==> src/rtl/core/flow_key_hash_table_core_macros.svh <==
// ----------------------------------------------------------------------------
// flow key hash table assertion macros
// concurrent assertion wrappers, compiled out with ASSERT_OFF
// ----------------------------------------------------------------------------
`ifndef FLOW_KEY_HASH_TABLE_CORE_MACROS_SVH
`define FLOW_KEY_HASH_TABLE_CORE_MACROS_SVH

`ifndef ASSERT_OFF
// checked only outside reset
`define FKHT_ASSERT(lbl, clk, rst, prop) \
  lbl: assert property (@(posedge clk) disable iff (rst) prop) \
    else $error("fkht assertion failed");
// checked at every edge, reset included
`define FKHT_ASSERT_ALWAYS(lbl, clk, prop) \
  lbl: assert property (@(posedge clk) prop) \
    else $error("fkht assertion failed");
`else
`define FKHT_ASSERT(lbl, clk, rst, prop)
`define FKHT_ASSERT_ALWAYS(lbl, clk, prop)
`endif

`endif

==> src/rtl/core/fkht_pkg.sv <==
// ----------------------------------------------------------------------------
// fkht_pkg
// shared types and constants of the flow key hash table
// ----------------------------------------------------------------------------
package fkht_pkg;

  // bucket geometry; BINS must be a power of two (bin is the low hash bits)
  localparam int BINS  = 1024;
  localparam int WAYS  = 4;
  localparam int BIN_W = $clog2(BINS);
  localparam int WAY_W = (WAYS > 1) ? $clog2(WAYS) : 1;

  localparam int IPS_W   = 64;
  localparam int PORTS_W = 32;
  localparam int VAL_W   = 31;

  typedef enum logic [1:0] {
    OP_GET = 2'd0,
    OP_SET = 2'd1,
    OP_DEL = 2'd2
  } op_t;

  typedef enum logic [1:0] {
    STAT_OK     = 2'd0,
    STAT_ABSENT = 2'd1,
    STAT_FULL   = 2'd2
  } status_t;

  typedef enum logic [1:0] {
    S_CLEAR,
    S_IDLE,
    S_LOOKUP
  } state_t;

  typedef struct packed {
    logic               valid;
    logic [IPS_W-1:0]   ips;
    logic [PORTS_W-1:0] ports;
    logic [VAL_W-1:0]   value;
  } slot_t;

  typedef slot_t [WAYS-1:0] row_t;

  typedef struct packed {
    logic [1:0]         op;
    logic [IPS_W-1:0]   ips;
    logic [PORTS_W-1:0] ports;
    logic [VAL_W-1:0]   value;
  } req_t;

  typedef struct packed {
    logic             wr;
    status_t          status;
    logic [VAL_W-1:0] value;
  } upd_t;

endpackage

==> src/rtl/core/fkht_bucket.sv <==
// ----------------------------------------------------------------------------
// fkht_bucket
// key match, free-way search and row update for one bucket
// ----------------------------------------------------------------------------
module fkht_bucket (
  input  fkht_pkg::row_t row,
  input  fkht_pkg::req_t req,
  output fkht_pkg::row_t row_next,
  output fkht_pkg::upd_t upd
);

  logic                     hit_found;
  logic [fkht_pkg::WAY_W-1:0] hit_way;
  logic                     free_found;
  logic [fkht_pkg::WAY_W-1:0] free_way;

  // lowest matching valid way, lowest invalid way
  always_comb begin
    hit_found  = 1'b0;
    hit_way    = '0;
    free_found = 1'b0;
    free_way   = '0;
    for (int w = 0; w < fkht_pkg::WAYS; w++) begin
      if (row[w].valid) begin
        if (!hit_found && row[w].ips == req.ips && row[w].ports == req.ports) begin
          hit_found = 1'b1;
          hit_way   = fkht_pkg::WAY_W'(w);
        end
      end else if (!free_found) begin
        free_found = 1'b1;
        free_way   = fkht_pkg::WAY_W'(w);
      end
    end
  end

  always_comb begin
    row_next   = row;
    upd.wr     = 1'b0;
    upd.status = fkht_pkg::STAT_OK;
    upd.value  = '0;
    case (fkht_pkg::op_t'(req.op))
      fkht_pkg::OP_GET: begin
        if (hit_found) begin
          upd.value = row[hit_way].value;
        end else begin
          upd.status = fkht_pkg::STAT_ABSENT;
        end
      end
      fkht_pkg::OP_SET: begin
        if (hit_found) begin
          upd.wr                  = 1'b1;
          row_next[hit_way].value = req.value;
        end else if (free_found) begin
          upd.wr                   = 1'b1;
          row_next[free_way].valid = 1'b1;
          row_next[free_way].ips   = req.ips;
          row_next[free_way].ports = req.ports;
          row_next[free_way].value = req.value;
        end else begin
          upd.status = fkht_pkg::STAT_FULL;
        end
      end
      fkht_pkg::OP_DEL: begin
        if (hit_found) begin
          upd.wr                  = 1'b1;
          row_next[hit_way].valid = 1'b0;
        end else begin
          upd.status = fkht_pkg::STAT_ABSENT;
        end
      end
      default: begin
        // unused op code: no change, ok status
      end
    endcase
  end

endmodule

==> config.mk <==
export PLATFORM = sky130hd
export DESIGN_NAME = fkht_bucket
export DESIGN_NICKNAME = d
export VERILOG_FILES = /design/src/rtl/core/flow_key_hash_table_core_macros.svh /design/src/rtl/core/fkht_pkg.sv /design/src/rtl/core/fkht_bucket.sv
export SDC_FILE = /design/constraint.sdc
export NUM_CORES = 1
export LEC_CHECK = 0
export BUFFER_PORTS_ARGS = -buffer_cell sky130_fd_sc_hd__buf_2
export CAP_MARGIN = 0
export CORE_AREA = 4 4 458 460
export DETAILED_ROUTE_END_ITERATION = 12
export DIE_AREA = 0 0 462 464
export RECOVER_POWER = 100
export SYNTH_ARGS = -nofsm -noshare
export SYNTH_HDL_FRONTEND = slang
export SYNTH_SLANG_ARGS = --single-unit
==> constraint.sdc <==
create_clock -name vclk -period 3.2
set_input_delay 0.16 -clock vclk [all_inputs]
set_output_delay 0.16 -clock vclk [all_outputs]
set_load 0.01 [all_outputs]
# Word level (Yosys, flattened, before mapping)
# Cells that the tools add are included.
dict set report totals {
  out_inout_bits 546
  regBits 0
  word_cells 86
  inputBits 641
}
dict set report op_classes {
  eq_ne 10
  mux 58
  magnitude_cmp 4
  reduce_logical 14
}
# op count
set ops {}
lappend ops {{bitwise mux 512 bit} 6}
lappend ops {{demux 128 bit (select 2 bit)} 6}
lappend ops {{two-way mux 512 bit} 3}
lappend ops {{case mux 512 bit (2 select lines)} 1}
lappend ops {{binary-select mux 128 bit (select 2 bit)} 1}
lappend ops {{equality test 64 bit} 4}
lappend ops {{two-way mux 128 bit} 2}
lappend ops {{two-way mux 31 bit} 5}
lappend ops {{equality test 32 bit} 4}
lappend ops {{two-way mux 127 bit} 1}
lappend ops {{two-way mux 63 bit} 1}
lappend ops {{two-way mux 1 bit} 20}
lappend ops {{two-way mux 2 bit} 10}
lappend ops {{logical AND 1 bit} 9}
lappend ops {{less-than comparator 2 x 3 -> 1 bit, second input constant} 2}
lappend ops {{greater-or-equal comparator 2 x 1 -> 1 bit, second input constant} 2}
lappend ops {{case mux 2 bit (2 select lines)} 1}
lappend ops {{logical NOT 1 bit} 3}
lappend ops {{equality test 2 x 1 -> 1 bit, second input constant} 1}
lappend ops {{equality test 2 bit, second input constant} 1}
lappend ops {{logical NOT 2 bit} 1}
lappend ops {{case mux 1 bit (2 select lines)} 1}
lappend ops {{OR reduction 2 bit} 1}

# Longest topological paths before layout
dict set report logic_depth {
  depth_word 26
  ltp_mapped 14
  mapped_depth_nobuf 9
}

# Worst setup path after synthesis
# No wires, ideal clock.
dict set report synth_timing {
  path_kind {input -> output}
  startpoint {input req[83] (netlist bit)}
  endpoint {output row_next[389] (netlist bit)}
  slack_ns 0.393
  path_stages 13
  path_buffers 4
  required_ns 3.040
  arrival_time_ns 2.647
  cell_sequence {buf_2 > xnor2_1 > o221ai_1 > or4_1 > nor4_1 > and4_1 > buf_4 > nor4_2 > clkbuf_1 > clkbuf_1 > nand2_1 > o21ai_0 > o21ai_0}
}
# item line
set synth_rtl {}
lappend synth_rtl {{start, declared} fkht_bucket.sv:7} ;# input fkht_pkg::req_t req,
lappend synth_rtl {{end, declared} fkht_bucket.sv:8} ;# output fkht_pkg::row_t row_next,

==> summary.txt <==
Placed design
  • Post-Place Worst Slack: -1620 ps
  • Routability congestion estimate: 0.974
  • Post-DP HPWL: 259000 um
  • I/O Buffers: 1187

Pwr
  • Worst vdd ir: 0.110 mV
  • Leak: 16.3 nW
  • Cell area power density: 222 nW/um2

STA
  • Final Hold Viols: 0
  • RSZ-0062 raised after global routing: yes
  • Endpoints failing setup: 542
  • Rel. slew slack: 0.479
  • Final worst path period need: 3750 ps
  • Highest Clock Rate: 0.266 GHz
  • Final setup margin: -553 ps
  • Final Max Tran Viols: 0
  • Fin crit share: 1.17
  • Worst Tran Pin Value: 780 ps
  • WHS: 653 ps

Layout
  • Clock Buffer Count: 0
  • Seq Cell Count: 0
  • P&R area growth vs syn: 209%
  • Final core occ: 0.176
  • Reg area: 0 um2
  • Post-layout nets: 4074
  • Ratio of cells with drive above 1 in the final layout: 0.721

Yosys
  • Post-Synth XOR/XNOR Area: 0.192
  • Synth cell types: 51
  • Area share of fa/ha/maj cells after synthesis: 0.00426
  • Yosys top cell by area: a22o_1
  • Post-synthesis compound-gate area fraction: 0.489
  • Yosys Warn Count: 0
  • Synthesized cell area: 11800 um2
  • Share of the synthesized area in the top cell type: 0.372
  • Seq/Total Area, Yosys: 0
  • Syn Nets: 2293
  • Mapped Cells: 1648
  • Simple-gate portion of the synthesized area: 0.182
  • Main combinational cell family by area after synthesis: compound AO/OA/AOI/OAI gates
  • Syn Area/Cell: 7.13 um2
  • Mux contribution to synthesized area: 0.0119
  • Dominant cells by area after synthesis: a22o_1, xnor2_1, xor2_1

Floorplanning
  • Core Region: 206000 um2
  • Die ar.: 214000 um2
  • IO Pins: 1187
  • Row count: 167
  • Initial core utilization: 0.0570
  • Chip Width: 462 um
  • Chip height: 464 um

Worst hold path
  • Hold_sp: row[411]
  • Hold Crit Depth: 3
  • HP Class: in -> out
  • Hold worst-path end: row_next[411]

Routing
  • Wire per inst: 48.8 um
  • Pre-Repair DR Iteration Count: 7
  • Via count of the routed design: 26100
  • DRC violations left: 0
  • Total Wirelength: 306000 um
  • First DRT Iteration DRCs: 2506
  • Routed Antenna Nets: 0
  • Via density: 4.17

Run status
  • Status: complete, but fails checks
  • Failing checks: negative setup slack

Flow run
  • Max-Cap Viols: 0

Critical path
  • Kind of critical path: in -> out
  • Crit start category: primary input
  • CP Capture Type: output pin
  • Critical Path RT: 3040 ps
  • Data arrival, critical path: 3590 ps
  • Worst-path maximum fanout: 6

Global route
  • Vias in the first global route: 24300
  • Largest net degree at the start of global routing: 41
  • First-pass GRT wire length: 344000 um
  • Total grt overflow: 0
  • Initial antenna violation count: 278
  • Overall Global Routing Usage: 0.259
[per-stage QoR]
stage                     TNS (ps)  cells  power (W)  instance area, um2
after floorplan                  0   1648    0.00188               11800
after global placement     -952390   5940    0.00612               26600
after detailed placement   -637320   5941    0.00608               26600
after CTS                  -227050   6013    0.00695               30400
after global routing       -246570   6217    0.00825               36200
final                      -231320   6264    0.00807               36300
[how the worst max path moves through the flow]
stage | start | end | slack (ps) | cells after the start
2_1_floorplan | req[83] | row_next[389] | 390 | 13
3_3_place_gp | req[126] | row_next[56] | -2220 | 17
3_5_place_dp | req[84] | row_next[56] | -1620 | 16
4_1_cts | req[33] | row_next[109] | -530 | 19
5_1_grt | req[68] | row_next[458] | -580 | 17
6_report | req[40] | upd[15] | -550 | 17
[critical path, cell delays in order]
cell       delay (ps)
buf_2             130
buf_4             130
xnor2_1           470
buf_4             210
nand4_1            90
buf_4             190
nor4_4            330
buf_4             220
and4_4            260
nor4_4             50
buf_4             160
nor2b_4           190
buf_12            150
clkbuf_16         160
o221ai_2          100
nor3_4            380
buf_6             170
[cells by family (layout without fill, tap and decap cells)]
| logic type | Yosys count | count (layout) |
|---|---|---|
| adder cells (fa/ha/maj) | 4 | 4 |
| AO/OA/AOI/OAI | 684 | 684 |
| XOR/XNOR | 258 | 258 |
| other | 0 | 133 |
| multiplexers | 14 | 14 |
| buffers and inverters | 296 | 2074 |
| AND/OR/NAND/NOR | 392 | 393 |
[synth_stat cells (37+ instances only)]
library cell  count
nand4_1          52
nor2b_1          56
inv_1            68
clkbuf_1         80
buf_2           122
nand2b_1         56
nor2_1           74
xnor2_1         160
nand2_1          40
nor3_1           37
nor4_1           50
a22o_1          499
xor2_1           98
o221ai_1         39
[report_power, final]
part	internal, W	switching [W]	leakage (nW)
clock network	0.00000000563	0	0.000843
logic	0.00364	0.00443	16.3
registers	0	0	0
[layer usage]
layer | track usage | vias up | part of all wire
li1 | - | 10100 | -
met1 | 0.283 | 12800 | 0.36
met2 | 0.450 | 2264 | 0.47
met3 | 0.0738 | 866 | 0.088
met4 | 0.138 | 52 | 0.079
met5 | 0 | - | 0.0012
[what timing repair did]
item,4_1_cts,5_1_grt
pin swaps,119,322
setup endpoints to repair,546,546
gates resized for setup,538,923
gates cloned,22,51
setup buffers,53,86
hold endpoints to repair,0,0
hold buffers,0,0
[final cells by class]
| cell class | instances | area (um2) |
|---|---|---|
| Multi-Input combinational cell | 1353 | 14200 |
| Tap cell | 2704 | 3380 |
| Fill cell | 23400 | 170000 |
| Timing Repair Buffer | 2006 | 18100 |
| Antenna cell | 133 | 333 |
| Inverter | 68 | 284 |
[cells in the final DEF, fill, tap and decap left out, types with 17 or more instances in the layout]
master     instances
xor2_1            88
nand4_1           52
buf_4            586
clkbuf_16         36
nand2b_1          50
a21oi_1           17
nand2_1           35
o21ai_2           18
nor4_4            19
nor3_2            19
o22ai_1           19
buf_8             20
xnor2_1          130
o221ai_1          21
nor2_1            65
inv_1             60
buf_6            348
buf_16            26
nor4_1            19
buf_2            791
buf_12           188
a22o_1           252
nor2b_1           55
a22o_4           244
xnor2_2           22
diode_2          133
Power figures use the tool's default switching activity.
