`config.mk`:
```
export PLATFORM = sky130hd
export DESIGN_NAME = fkht_ram
export DESIGN_NICKNAME = d
export VERILOG_FILES = /design/src/rtl/core/flow_key_hash_table_core_macros.svh /design/src/rtl/core/fkht_ram.sv
export SDC_FILE = /design/constraint.sdc
export NUM_CORES = 1
export LEC_CHECK = 0
export ABC_AREA = 1
export BUFFER_PORTS_ARGS = -buffer_cell sky130_fd_sc_hd__buf_2
export CORE_ASPECT_RATIO = 0.8
export CORE_MARGIN = 5
export CORE_UTILIZATION = 55
export DETAILED_ROUTE_END_ITERATION = 8
export PLACE_DENSITY = 0.8
export SYNTH_ARGS = -nofsm -noshare
export SYNTH_HDL_FRONTEND = slang
export SYNTH_SLANG_ARGS = --single-unit
```
`constraint.sdc`:
```
create_clock -name clk -period 1.4 [get_ports clk]
set_input_delay 0.21 -clock clk [delete_from_list [all_inputs] [get_ports clk]]
set_output_delay 0.21 -clock clk [all_outputs]
set_load 0.02 [all_outputs]
```
`src/rtl/core/flow_key_hash_table_core_macros.svh`:
```
// ----------------------------------------------------------------------------
// flow key hash table assertion macros
// concurrent assertion wrappers, compiled out with ASSERT_OFF
// ----------------------------------------------------------------------------
`ifndef FLOW_KEY_HASH_TABLE_CORE_MACROS_SVH
`define FLOW_KEY_HASH_TABLE_CORE_MACROS_SVH

`ifndef ASSERT_OFF
// checked only outside reset
`define FKHT_ASSERT(lbl, clk, rst, prop) \
  lbl: assert property (@(posedge clk) disable iff (rst) prop) \
    else $error("fkht assertion failed");
// checked at every edge, reset included
`define FKHT_ASSERT_ALWAYS(lbl, clk, prop) \
  lbl: assert property (@(posedge clk) prop) \
    else $error("fkht assertion failed");
`else
`define FKHT_ASSERT(lbl, clk, rst, prop)
`define FKHT_ASSERT_ALWAYS(lbl, clk, prop)
`endif

`endif

```
`src/rtl/core/fkht_ram.sv`:
```
// ----------------------------------------------------------------------------
// fkht_ram
// single-port synchronous ram, registered read data
// ----------------------------------------------------------------------------
module fkht_ram #(
  parameter int WIDTH = 8,
  parameter int DEPTH = 16,
  localparam int AW   = $clog2(DEPTH)
) (
  input  logic             clk,
  input  logic             en,
  input  logic             we,
  input  logic [AW-1:0]    addr,
  input  logic [WIDTH-1:0] wdata,
  output logic [WIDTH-1:0] rdata
);

  logic [WIDTH-1:0] mem [DEPTH];

  always_ff @(posedge clk) begin
    if (en) begin
      if (we) begin
        mem[addr] <= wdata;
      end else begin
        rdata <= mem[addr];
      end
    end
  end

endmodule

```
# --- Word-level counts from Yosys, hierarchy flattened ---
# Memory sizes are Yosys's and may differ from the RTL's. A register that Yosys moved wholly into a read port is not among the register bits.
# Index checks and enable logic that the tools add are counted.
word_totals:
  output_inout_bits: 8
  register_bits: 0
  word_cells: 6
  mem_count: 1
  inputBits: 15
  ramBits: 128
classes:
  n_mux: 3
  n_reduce_logical: 1
  bitwise_logic: 1
memory_table:
  columns: ["memory", "depth", "word_bits", "rd", "rd_clocked_by_memory_dff", "write_ports", "line", "source"]
  rows:
  - ["mem", 16, 8, 1, 1, 1, "fkht_ram.sv:18", "logic [WIDTH-1:0] mem [DEPTH];"]
ops:
  columns: ["cell", "count"]
  rows:
  - ["1-bit two-way mux", 3]
  - ["2-bit AND reduction", 1]
  - ["1-bit NOT", 1]

# --- Depth between registers and ports, before layout ---
# Gate-level depths: netlist of run 1.
depth:
  word_depth: 3
  depth_mapped: 11
  mapped_depth_nobuf: 9

# --- Worst setup path after synthesis of run 1 ---
# OpenSTA, ideal clock, no wires.
synth_timing:
  kind: "in2reg"
  from: "input addr[1]"
  to: "memory mem[12][0], enable pin"
  setup_slack_ps: -114
  arrival_time_ps: 1144
  setup_time_ps: 370
  t_required_ps: 1030
  path_stages: 5
  path_buffers: 2
  path_cell_list: "buf_2 > inv_2 > buf_2 > nand3_1 > nor2_1"
synth_lines:
  columns: ["item", "line", "source"]
  rows:
  - ["start: declaration", "fkht_ram.sv:13", "input logic [AW-1:0] addr,"]
  - ["end: declaration", "fkht_ram.sv:18", null]
# Straight into the memory's write port.

# --- Worst setup path in the final report of run 1 ---
layout_timing:
  from: "register rdata[2] (read register of mem)"
  to: "output rdata[2]"
layout_lines:
  columns: ["item", "line", "source"]
  rows:
  - ["start: declaration", "fkht_ram.sv:15", "output logic [WIDTH-1:0] rdata"]
# No word-level cell between the ends.

==> results of run 1 <==
==> state kept, by name, summed over array words and instances, names as in the netlist <==
name   flops
rdata      8
mem      128
==> final timing paths <==
kind              startpoint   endpoint  slack [ns]  depth (start not counted)
setup / recovery    rdata[2]   rdata[2]        0.21                          1
hold / removal      wdata[5]  mem[2][5]        0.23                          1
setup reg to reg   mem[4][4]   rdata[4]        0.22                          8
hold reg to reg    mem[0][4]   rdata[4]        0.77                          8
==> through the flow <==
step,instances,setup TNS (ns),hold WS [ns],util
finish,757,0,0.227,0.661
global route,757,0,0.215,0.661
CTS,757,0,0.211,0.661
detailed placement,726,-0.763,0.651,0.610
global placement,726,-0.294,0.644,0.610
floorplan,552,-8.86,0.309,-
==> cell usage after synthesis, drive strengths merged <==
cell type  instances  share of area
buf               19          0.020
clkbuf             2         0.0013
edfxtp           136           0.72
inv               25          0.016
nand2            347           0.23
nand3              4         0.0035
nor2              19          0.013
==> placed cells by master (no fill, tap or decap), drive strengths merged <==
cell type / Yosys / layout
edfxtp: 136 / 136
bufinv: 0 / 1
nand3: 4 / 4
clkinv: 0 / 11
clkinvlp: 0 / 1
nand2: 347 / 347
nor2: 19 / 19
inv: 25 / 25
buf: 19 / 55
clkbuf: 2 / 18
==> layer usage <==
metal,GRT usage,vias up
met5,0,-
met4,0.0664,0
met3,0.0612,13
met2,0.333,129
met1,0.286,1838
li1,-,1875
==> layout make-up <==
| cell class | count | area, sq um | area share |
|---|---|---|---|
| clock buffer | 18 | 429 | 0.0637 |
| clock inverter | 13 | 88.8 | 0.0132 |
| inverter | 25 | 93.8 | 0.0139 |
| multi-input combinational | 370 | 1410 | 0.209 |
| sequential | 136 | 4080 | 0.606 |
| tap | 140 | 175 | 0.0260 |
| timing repair buffer | 55 | 458 | 0.0680 |
==> cell families after synthesis <==
group,Yosys count,share of synthesized area
buffers and inverters,46,0.0376
flip-flops,136,0.718
AND/OR/NAND/NOR,370,0.245
==> where the power goes <==
part           switching, mW  total [mW]  internal [mW]  leakage, nW
clock network           1.53        3.91           2.37        0.254
logic                  0.382       0.551          0.169         1.42
registers             0.0137        4.56           4.55         1.23
total                   1.93        9.02           7.09         2.91
==> flow_summary.ini, run 1 <==
[drt]
dr_wl_met3_microns = 928
drc = 0
ant_nets = 0
drt-met1-wl_mm = 5.21
highest_layer = met4
wirelength_mm = 12.1
firstDrtPassIters = 5
drtIter0Drc = 346
wl_per_cell_microns = 16.0
vias_per_cell = 5.09
wl_met2_mm = 5.79
vias = 3855

[clock_network]
cts_hold_buf = 0
tritoncts = done
cts_inserted_buffers = 17
post_cts_resized = 0
clock_latency_ns = 0.41
root_buffer = clkbuf_16
htreeDepth = 4
cts_sinks = 136
cts_setup_buffers = 0
clk_path_buf_depth = 2
clkTransAtPathRegs_ns = 0.06

[synthesis]
synth_area_sq_um = 5690
netlist-cell-type-count = 9
synth_nets = 567
avgSynthCellArea_sq_um = 10.3
synth-seq-cells = 136
yosysSeqAreaShare = 0.718
synthCells = 552
yosys_warnings = 0

[placement]
io_buffers = 22
post-dp-hpwl_mm = 7.78
dp_slack_ns = -0.0314
place_congestion = 0.890
placed_cell_area_sq_um = 6220

[critical_path]
critPathBufInv = 1
crit_path_end_kind = primary output
cp.arrival_ns = 0.98
crit_family = flip-flops
worstSetupPathType = register to primary output
crit_fanout = 1
critical_path_required_ns = 1.19
path_cells = buf_2
critPathMaxStageDelay_ns = 0.39
cp-start-kind = register
crit_slowest_cell = edfxtp_1

[floorplan]
row_count = 33
dieArea_sq_um = 12500
io_pins = 23
die_w_microns = 124
fp.coreArea_sq_um = 10200
start_util = 0.558
die_y_microns = 101

[global_routing]
grt_pass1_wl_mm = 19.2
grt_use_total = 0.211
grt_pass1_vias = 3733
grt_overflow_total = 0
antenna_found_initial = 0
grt_max_degree = 44

[finish]
antennaDiodeCount = 0
fin_area_sq_um = 6740
layout.nets = 620
areaGrowthSynthToFinish_pct = 18.4
drive_gt1_frac = 0.144
nFillCells = 776

[pwr]
power_density_nw_per_um2 = 1340
finalPower_mw = 9.02
p_leak_nw = 2.91
peakVddDrop_mv = 1.02

[worst_hold_path]
hold_path.class = input pin to register

[timing]
period_share = 0.848
skew_ns = 0.00511
setup_viol = 0
tightest_slew_ns = 0.384
report.final.hold_viol_count = 0
slew_viol_final = 0
rsz0062_at_grt = false
max_slew_margin = 0.744
layout_setup_ws_ns = 0.212
fmax_mhz = 842
fin_crit_ns = 1.19

[outcome]
status = finished, final reports clean

[run]
maxCapViolCount = 0
(Power assumes the default switching activity.)
==> run 2: changes to the inputs <==
- CORE_UTILIZATION: 55 -> 59
- PLACE_DENSITY: 0.8 -> 0.82
- clock period: 1.4 -> 1.1 ns (I/O delays scaled with it)
==> run 2 against run 1 <==
Compared with the run above:
- clock power rose by 42%
- design area rose by 2.5%
- the run now ends with negative setup slack left
- routed wire length is 8.8% higher
- critical path depth is the same
- register-to-register slack got worse by 0.29 ns
- non-clock buffer count down 13
- cell count down 4.4%
- clock skew decreased by 0.00052 ns
- largest cell class unchanged
==> flow_summary.ini, run 2 (synthesized netlist as in run 1, its figures left out) <==
[worst_hold_path]
hold_path.class = input pin to register
worstHoldPathCells = 1
hold-path-endpoint = mem[13][3]
hp-start = wdata[3]

[critical_path]
critPathMaxStageDelay_ns = 0.43
worstSetupPathType = register to primary output
critPathBufInv = 1
crit_cells = 1
r2r-start = mem[6][4]
cp.arrival_ns = 1.01
path_cells = buf_6
r2r_end = rdata[4]
crit_path_end_kind = primary output
ff2ff_path_depth = 8
ff2ff_setup_slack_ns = -0.07
crit_fanout = 1
crit_family = flip-flops
cp-start-kind = register
critical_path_required_ns = 0.94
crit_slowest_cell = edfxtp_1

[timing]
slew_viol_final = 0
layout_setup_ws_ns = -0.0791
tightest_slew_ns = 0.413
setup_viol = 14
skew_ns = 0.00459
fin_crit_ns = 1.18
period_share = 1.07
report.final.hold_viol_count = 0
fmax_mhz = 848
rsz0062_at_grt = true
hold_slack_ns = 0.190
max_slew_margin = 0.725

[global_routing]
grt_overflow_total = 0
grt_use_total = 0.243
grt_max_degree = 33
antenna_found_initial = 0
grt_pass1_vias = 3936
grt_pass1_wl_mm = 20.9

[finish]
regMostFlops = mem
largest_register_ff_count = 128
postLayoutCoreUtil = 0.725
largestRegisters = mem x128, rdata x8
antennaDiodeCount = 0
final_common_cell = nand2_1
layout.nets = 607
drive_gt1_frac = 0.193
fin_area_sq_um = 6910
areaGrowthSynthToFinish_pct = 21.3
final_cell_mix = nand2_1 (333), edfxtp_1 (136), inv_1 (17), nor2_4 (17), clkbuf_16 (17)

[drt]
wl_per_cell_microns = 18.2
drtIter0Drc = 396
vias_per_cell = 5.37
firstDrtPassIters = 5
ant_nets = 0
wirelength_mm = 13.1
drc = 0
vias = 3885

[outcome]
violations = negative setup slack
status = finished with violations

[clock_network]
clock_latency_ns = 0.42
cts_sinks = 136
clk_path_buf_depth = 2
cts_setup_buffers = 0
cts_inserted_buffers = 17
root_buffer = clkbuf_16
htreeDepth = 4
clkTransAtPathRegs_ns = 0.06
tritoncts = done

[placement]
dp_slack_ns = -0.305
place_congestion = 0.923
post-dp-hpwl_mm = 8.34
io_buffers = 22
placed_cell_area_sq_um = 6250

[pwr]
sw_frac_of_total = 0.216
p_int_mw = 9.55
p_leak_nw = 2.88
clkPwrFrac = 0.457
p_comb_frac = 0.066
p_sw_mw = 2.63
peakVddDrop_mv = 1.65
power_density_nw_per_um2 = 1760
finalPower_mw = 12.2
pwr-share-seq = 0.477

[floorplan]
die_w_microns = 120
start_util = 0.597
dieArea_sq_um = 11700
fp.coreArea_sq_um = 9530
die_y_microns = 97.9
row_count = 32
io_pins = 23

[run]
maxCapViolCount = 0
-- run 2: cell count changes in the layout (fill, tap and decap cells not counted), sizes merged --
cell,change
buf,-13
bufinv,+2
clkinv,-2
clkinvlp,+2
clkbuf,-1
-- run 2: worst max path at each step --
stage | endpoint | start
6_report | rdata[1] | rdata[1]
5_1_grt | rdata[1] | mem[9][1]
4_1_cts | rdata[1] | rdata[1]
3_5_place_dp | mem[4][1] | addr[0]
3_3_place_gp | rdata[6] | addr[0]
2_1_floorplan | mem[13][0] | addr[1]
-- run 2: timing repair --
| action | CTS | global route |
|---|---|---|
| pin swaps | 15 | 24 |
| endpoints found under the setup margin | 16 | 16 |
| hold buffers | 0 | 0 |
| resized for setup | 14 | 13 |
-- run 2: area by class of cell --
class	instances	area, sq um
sequential	136	4080
fill	652	2620
multi-input combinational	370	1610
clock buffer	17	425
timing repair buffer	42	373
clock inverter	15	160
tap	119	149
inverter	25	106
-- run 2: per-layer routing --
metal  part of all wire  up-vias  global-route usage
li1                   -     1863                   -
met1               0.44     1839               0.344
met2               0.47      162               0.360
met3              0.078       21              0.0672
met4              0.017        0              0.0995
met5                  0        -                   0
-- run 2: power by group through the flow --
stage / combinational (mW) / sequential [mW] / clock [mW]
2_1_floorplan: 0.448 / 5.92 / 0
3_3_place_gp: 0.748 / 5.91 / 0
3_5_place_dp: 0.767 / 5.91 / 0
4_1_cts: 0.791 / 5.81 / 5.63
5_1_grt: 0.891 / 5.81 / 5.85
6_report: 0.805 / 5.81 / 5.57
-- run 2: per-stage QoR --
stage	setup TNS (ns)	std cells
final	-0.474	724
after global routing	-1.32	724
after CTS	-0.548	724
after detailed placement	-35.37	692
after global placement	-28.68	692
after floorplan	-1.57	552
